$ cat src/design/bbc_pkg.sv
// Shared types, codes and the character classifier for the bracket balance checker.
// No dependencies.
package bbc_pkg;

    // Verdict codes carried on the result word.
    typedef enum logic [2:0] {
        ST_OK          = 3'd0,
        ST_MISMATCH    = 3'd1,
        ST_EMPTY_CLOSE = 3'd2,
        ST_UNCLOSED    = 3'd3,
        ST_OVERFLOW    = 3'd4
    } status_t;

    // Bracket kind as stored on the stack.
    typedef enum logic [1:0] {
        KIND_PAREN  = 2'd0,
        KIND_SQUARE = 2'd1,
        KIND_CURLY  = 2'd2
    } kind_t;

    localparam int KIND_W = 2;

    // Bracket characters.
    localparam logic [7:0] CH_OPEN_PAREN   = 8'h28;  // (
    localparam logic [7:0] CH_CLOSE_PAREN  = 8'h29;  // )
    localparam logic [7:0] CH_OPEN_SQUARE  = 8'h5B;  // [
    localparam logic [7:0] CH_CLOSE_SQUARE = 8'h5D;  // ]
    localparam logic [7:0] CH_OPEN_CURLY   = 8'h7B;  // {
    localparam logic [7:0] CH_CLOSE_CURLY  = 8'h7D;  // }

    // Class of one input byte.
    typedef struct packed {
        logic  is_open;
        logic  is_close;
        kind_t kind;
    } char_class_t;

    // Result of one string, valid on its last word, from the stack controller to the output stage.
    typedef struct packed {
        logic    valid;
        status_t status;
    } bbc_result_t;

    function automatic char_class_t classify(input logic [7:0] ch);
        char_class_t c;
        c.is_open  = 1'b0;
        c.is_close = 1'b0;
        c.kind     = KIND_PAREN;
        case (ch)
            CH_OPEN_PAREN: begin
                c.is_open = 1'b1;
                c.kind    = KIND_PAREN;
            end
            CH_OPEN_SQUARE: begin
                c.is_open = 1'b1;
                c.kind    = KIND_SQUARE;
            end
            CH_OPEN_CURLY: begin
                c.is_open = 1'b1;
                c.kind    = KIND_CURLY;
            end
            CH_CLOSE_PAREN: begin
                c.is_close = 1'b1;
                c.kind     = KIND_PAREN;
            end
            CH_CLOSE_SQUARE: begin
                c.is_close = 1'b1;
                c.kind     = KIND_SQUARE;
            end
            CH_CLOSE_CURLY: begin
                c.is_close = 1'b1;
                c.kind     = KIND_CURLY;
            end
            default: begin
                c.is_open  = 1'b0;
                c.is_close = 1'b0;
            end
        endcase
        return c;
    endfunction

endpackage

$ cat src/design/bbc_ram.sv
// Generic single-port-write, single-port-read RAM with a registered read.
// No dependencies.
module bbc_ram #(
    parameter int WIDTH = 2,
    parameter int DEPTH = 64
) (
    input  logic                     aclk,
    input  logic                     wr_en,
    input  logic [$clog2(DEPTH)-1:0] wr_addr,
    input  logic [WIDTH-1:0]         wr_data,
    input  logic [$clog2(DEPTH)-1:0] rd_addr,
    output logic [WIDTH-1:0]         rd_data
);

    logic [WIDTH-1:0] mem [DEPTH];
    logic [WIDTH-1:0] rd_data_reg;

    // Write port and registered read port; a read of the address being written returns old data.
    always_ff @(posedge aclk) begin
        if (wr_en) begin
            mem[wr_addr] <= wr_data;
        end
        rd_data_reg <= mem[rd_addr];
    end

    assign rd_data = rd_data_reg;

endmodule

$ cat src/design/bbc_stack_ctrl.sv
// Stack controller: depth and error registers around the bracket stack RAM.
// Depends on bbc_pkg and bbc_ram.
module bbc_stack_ctrl #(
    parameter int STACK_DEPTH = 64
) (
    input  logic                aclk,
    input  logic                aresetn,
    input  logic                accept,
    input  logic [7:0]          char_byte,
    input  logic                is_last,
    output bbc_pkg::bbc_result_t result
);
    import bbc_pkg::*;

    localparam int AW = $clog2(STACK_DEPTH);
    localparam int DW = $clog2(STACK_DEPTH + 1);

    logic [DW-1:0]     depth_reg, depth_next;
    status_t           err_reg, err_next;
    logic              bypass_reg;
    kind_t             bypass_kind_reg;
    char_class_t       cls;
    logic              wr_en;
    logic [AW-1:0]     wr_addr;
    logic [AW-1:0]     rd_addr;
    logic [KIND_W-1:0] rd_data;
    logic [KIND_W-1:0] top_kind;
    status_t           verdict;

    // The RAM always reads the entry that will be on top next cycle.
    bbc_ram #(
        .WIDTH(KIND_W),
        .DEPTH(STACK_DEPTH)
    ) u_stack_ram (
        .aclk   (aclk),
        .wr_en  (wr_en),
        .wr_addr(wr_addr),
        .wr_data(cls.kind),
        .rd_addr(rd_addr),
        .rd_data(rd_data)
    );

    assign cls = classify(char_byte);

    // A push in the previous cycle collided with its own read, so take the pushed kind.
    assign top_kind = bypass_reg ? bypass_kind_reg : rd_data;
    assign wr_addr  = depth_reg[AW-1:0];
    assign rd_addr  = (depth_next == '0) ? '0 : AW'(depth_next - DW'(1));

    // Push, pop and first-error logic for the accepted word.
    always_comb begin
        depth_next = depth_reg;
        err_next   = err_reg;
        wr_en      = 1'b0;
        verdict    = ST_OK;
        if (accept && err_reg == ST_OK) begin
            if (cls.is_open) begin
                if (depth_reg == DW'(STACK_DEPTH)) begin
                    err_next = ST_OVERFLOW;
                end else begin
                    wr_en      = 1'b1;
                    depth_next = depth_reg + DW'(1);
                end
            end else if (cls.is_close) begin
                if (depth_reg == '0) begin
                    err_next = ST_EMPTY_CLOSE;
                end else begin
                    depth_next = depth_reg - DW'(1);
                    if (top_kind != cls.kind) begin
                        err_next = ST_MISMATCH;
                    end
                end
            end
        end
        // Verdict on the last word, then the string state returns to empty.
        verdict = err_next;
        if (err_next == ST_OK && depth_next != '0) begin
            verdict = ST_UNCLOSED;
        end
        if (accept && is_last) begin
            depth_next = '0;
            err_next   = ST_OK;
        end
    end

    assign result.valid  = accept && is_last;
    assign result.status = verdict;

    // State registers.
    always_ff @(posedge aclk) begin
        if (!aresetn) begin
            depth_reg  <= '0;
            err_reg    <= ST_OK;
            bypass_reg <= 1'b0;
        end else begin
            depth_reg  <= depth_next;
            err_reg    <= err_next;
            bypass_reg <= wr_en;
        end
        bypass_kind_reg <= cls.kind;
    end

endmodule

$ cat config.mk
export PLATFORM = sky130hd
export DESIGN_NAME = bbc_stack_ctrl
export DESIGN_NICKNAME = d
export VERILOG_FILES = /design/src/design/bbc_pkg.sv /design/src/design/bbc_ram.sv /design/src/design/bbc_stack_ctrl.sv
export SDC_FILE = /design/constraint.sdc
export NUM_CORES = 1
export LEC_CHECK = 0
export BUFFER_PORTS_ARGS = -buffer_cell sky130_fd_sc_hd__buf_4
export CORE_MARGIN = 2
export CORE_UTILIZATION = 60
export CTS_BUF_LIST = sky130_fd_sc_hd__clkbuf_16
export DETAILED_ROUTE_END_ITERATION = 8
export GPL_TIMING_DRIVEN = 1
export PLACE_DENSITY = 0.77
export SYNTH_ARGS = -nofsm -noshare
export SYNTH_HDL_FRONTEND = slang
export SYNTH_SLANG_ARGS = --single-unit
$ cat constraint.sdc
create_clock -name aclk -period 6.5 [get_ports aclk]
set_input_delay 1.3 -clock aclk [delete_from_list [all_inputs] [get_ports aclk]]
set_output_delay 1.3 -clock aclk [all_outputs]
set_load 0.05 [all_outputs]
==> out/results.tsv <==
metric	value	unit
DR WL/cell	23.3	um
number of global-route vias before repair	4994	
mux cell area share after synthesis	3.82	%
ant diodes	0	
Via density	6.71	
DIE AREA	0.0123	sq mm
port buffer count	15	
share of cells above drive strength 1	13.3	%
TritonCTS clock tree	done	
Layout Area Growth over Synthesis	11.4	%
total grt overflow	0	
FF+latch area	0.00414	sq mm
NumNets Final	628	
async set-reset flop share out of synthesis	0	%
fin util	67.7	%
Final ANT Viol Nets	0	
leading cell types in the layout, fill and taps excluded	128 x edfxtp_1, 96 x nor2_1, 72 x nand2_1	
Critical Path AT	4250	ps
RR Endpoint	u_stack_ram.rd_data[0]	
worst setup path class	in -> out	
M2 GR Usage	47.3	%
endpoint class of the critical path	output pin	
Ys Warns	0	
vias post-DR	5152	
Worst-Skew Late Latency	430	ps
Post-CTS Setup Repair Bufs	0	
largest net degree at the start of global routing	66	
hold slack final	564	ps
Initial DRC Count	647	
Slew @ Worst Pin	1000	ps
first-pass GRT wire length	27.9	mm
Slew HR	32.3	%
number of synthesized flops with an enable pin	128	
post-cts sizing count	0	
global routing usage on met3	7.49	%
post-synthesis cell area	0.00685	sq mm
most used routing layer	met2	
min Tclk post-route	5550	ps
top area cells in the synthesized netlist	edfxtp_1 56%, nor2_1 5.4%, dfxtp_1 4.4%	
non-filler instance count after layout	768	
Die X	111	um
hold depth	2	
Final Setup Violations	0	
largest family of logic cells by synthesized area	simple AND/OR/NAND/NOR gates	
Netlist cell types	85	
fillers	824	
Post-Synthesis Cells	602	
Tightest Hold Check Type	reg -> reg	
Required @ worst endpoint	5200	ps
max_cap viols	0	
Clock Sinks	143	
max FFs per register	128	
area share of xor/xnor cells in the synthesized design	0.383	%
Lkg Pwr	0.00257	uW
ys flop type	edfxtp_1	
syn avg cell area	11.4	sq um
R2R Setup Slk	1590	ps
post-synthesis adder-cell area fraction	0.730	%
GR Util All Layers	30.4	%
Flop pwr share	49.5	%
Synth area leader	edfxtp_1	
P_int	1600	uW
maximum clock frequency	180	MHz
Comb pwr share	2.6	%
GR Util met1	41.3	%
Clk pwr share	48.0	%
PD cells	262	mW/mm^2
Final Power	2000	uW
top-area cell type share of the netlist area	56.1	%
half-perimeter wire length after placement	11.4	mm
Die Y	111	um
critical path peak fanout	14	
Mapped Nets	618	
Setup TNS Final	0	ps
register bit total from synthesis	143	
status	finished, final reports clean	
Worst setup SP type	input port	
core area	0.0113	sq mm
# hold bufs at CTS	0	
dpl cells	736	
Rows	39	
CTS root buf	clkbuf_16	
DRC viols	0	
hold path start	err_reg[1]	
commonest non-fill, non-tap cell in the layout	edfxtp_1	
sequential element share of the synthesized area	60.5	%
Hold Path Sink	err_reg[1]	
Max IR drop VDD	0.196	mV
Slew Limit Fails	0	
area occupied by multi-input gates	0.00254	sq mm
total CTS buffers	17	
final worst-path cycle share	85.3	%
Synth Area in Compound Gates	12.5	%
initial core utilization	60.8	%
iteration count of the initial detailed-routing pass	5	
simple-gate share of the synthesized area	19.3	%
Worst Skew	5.82	ps
CTS Buffer Depth	2	
worst r2r path cells	17	
final WL	17.9	mm
I/O Pins	16	
initial antenna violation count	0	
Final Hold Fails	0	
reg-to-reg startpoint	depth_reg[1]	
NetSw	401	uW
sw frac	20.0	%
Clock H-tree levels	4	
RSZ-0062 raised after global routing	no	
clock slew at reported path FFs	60	ps
GPL Wtd Cong	1.01	
## layer usage
metal	routed length (um)	vias to the layer above
met4	529	0
li1	-	2303
met3	1840	45
met2	8530	339
met1	7030	2465
met5	0	-
## metrics by stage
| stage | setup slack, ps | area [sq um] |
|---|---|---|
| detailed placement | 823 | 7050 |
| finish | 952 | 7630 |
| floorplan | 716 | 6850 |
| global route | 750 | 7630 |
| CTS | 1030 | 7630 |
| global placement | 801 | 7050 |
## synth_stat cells (3+ instances only)
cell type and number:
nand2_1 72, a21o_1 3, o21ai_1 4, buf_1 5, nor3_1 9, o21ai_0 12, o22ai_1 5, or3_1 7
a21oi_1 27, buf_2 15, a211o_1 3, nand4_1 6, o2111a_1 3, a31oi_1 8, inv_1 8, edfxtp_1 128
dfxtp_1 15, ha_1 4, and2_1 6, o311ai_0 3, nand3_1 27, o211ai_1 5, a22o_1 3, a311oi_1 4
clkbuf_1 7, nor2_1 98, mux2i_1 16, mux2_2 4, or2_2 4, nand4b_1 3, a211oi_1 7, and3_1 10
nand3b_1 4
## worst max-delay path by stage
stage,startpoint,endpoint,slack (ps),cells after the start
3_3_place_gp,char_byte[7],u_stack_ram.rd_data[0],800,16
5_1_grt,char_byte[7],result[1],750,10
6_report,char_byte[7],result[1],950,10
4_1_cts,char_byte[7],result[1],1030,10
3_5_place_dp,char_byte[7],u_stack_ram.rd_data[0],820,16
2_1_floorplan,char_byte[7],result[0],720,8
## kinds of logic after synthesis
family | count (synthesis)
simple gates | 272
mux | 23
compound gates | 117
buf+inv | 40
flops | 143
fa+ha+maj | 4
xor+xnor | 3
## worst max-delay path, cell delays in order
cell and delay (ps):
buf_4 110, and4b_1 290, nand4b_1 530, a2111o_1 800, nor2_1 420, nor3_2 160
nand2_1 90, o2111a_1 220, nand2b_1 110, buf_4 200
## power groups by stage
| stage | registers [uW] | logic, uW | clock network, uW |
|---|---|---|---|
| after CTS | 991 | 50.5 | 961 |
| after global placement | 1010 | 48.9 | 0 |
| after global routing | 990 | 55.0 | 1000 |
| after detailed placement | 1010 | 50.1 | 0 |
| after floorplan | 1010 | 32.6 | 0 |
| final | 991 | 51.3 | 961 |
## area by class of cell
class,instances,share of cell area [%]
Inverter,10,0.492
Sequential cell,143,54.3
Timing Repair Buffer,21,2.06
Multi-Input combinational cell,419,33.2
Tap cell,143,2.34
Clock buffer,17,5.57
Clock inverter,15,2.03
Power figures use the tool's default switching activity.
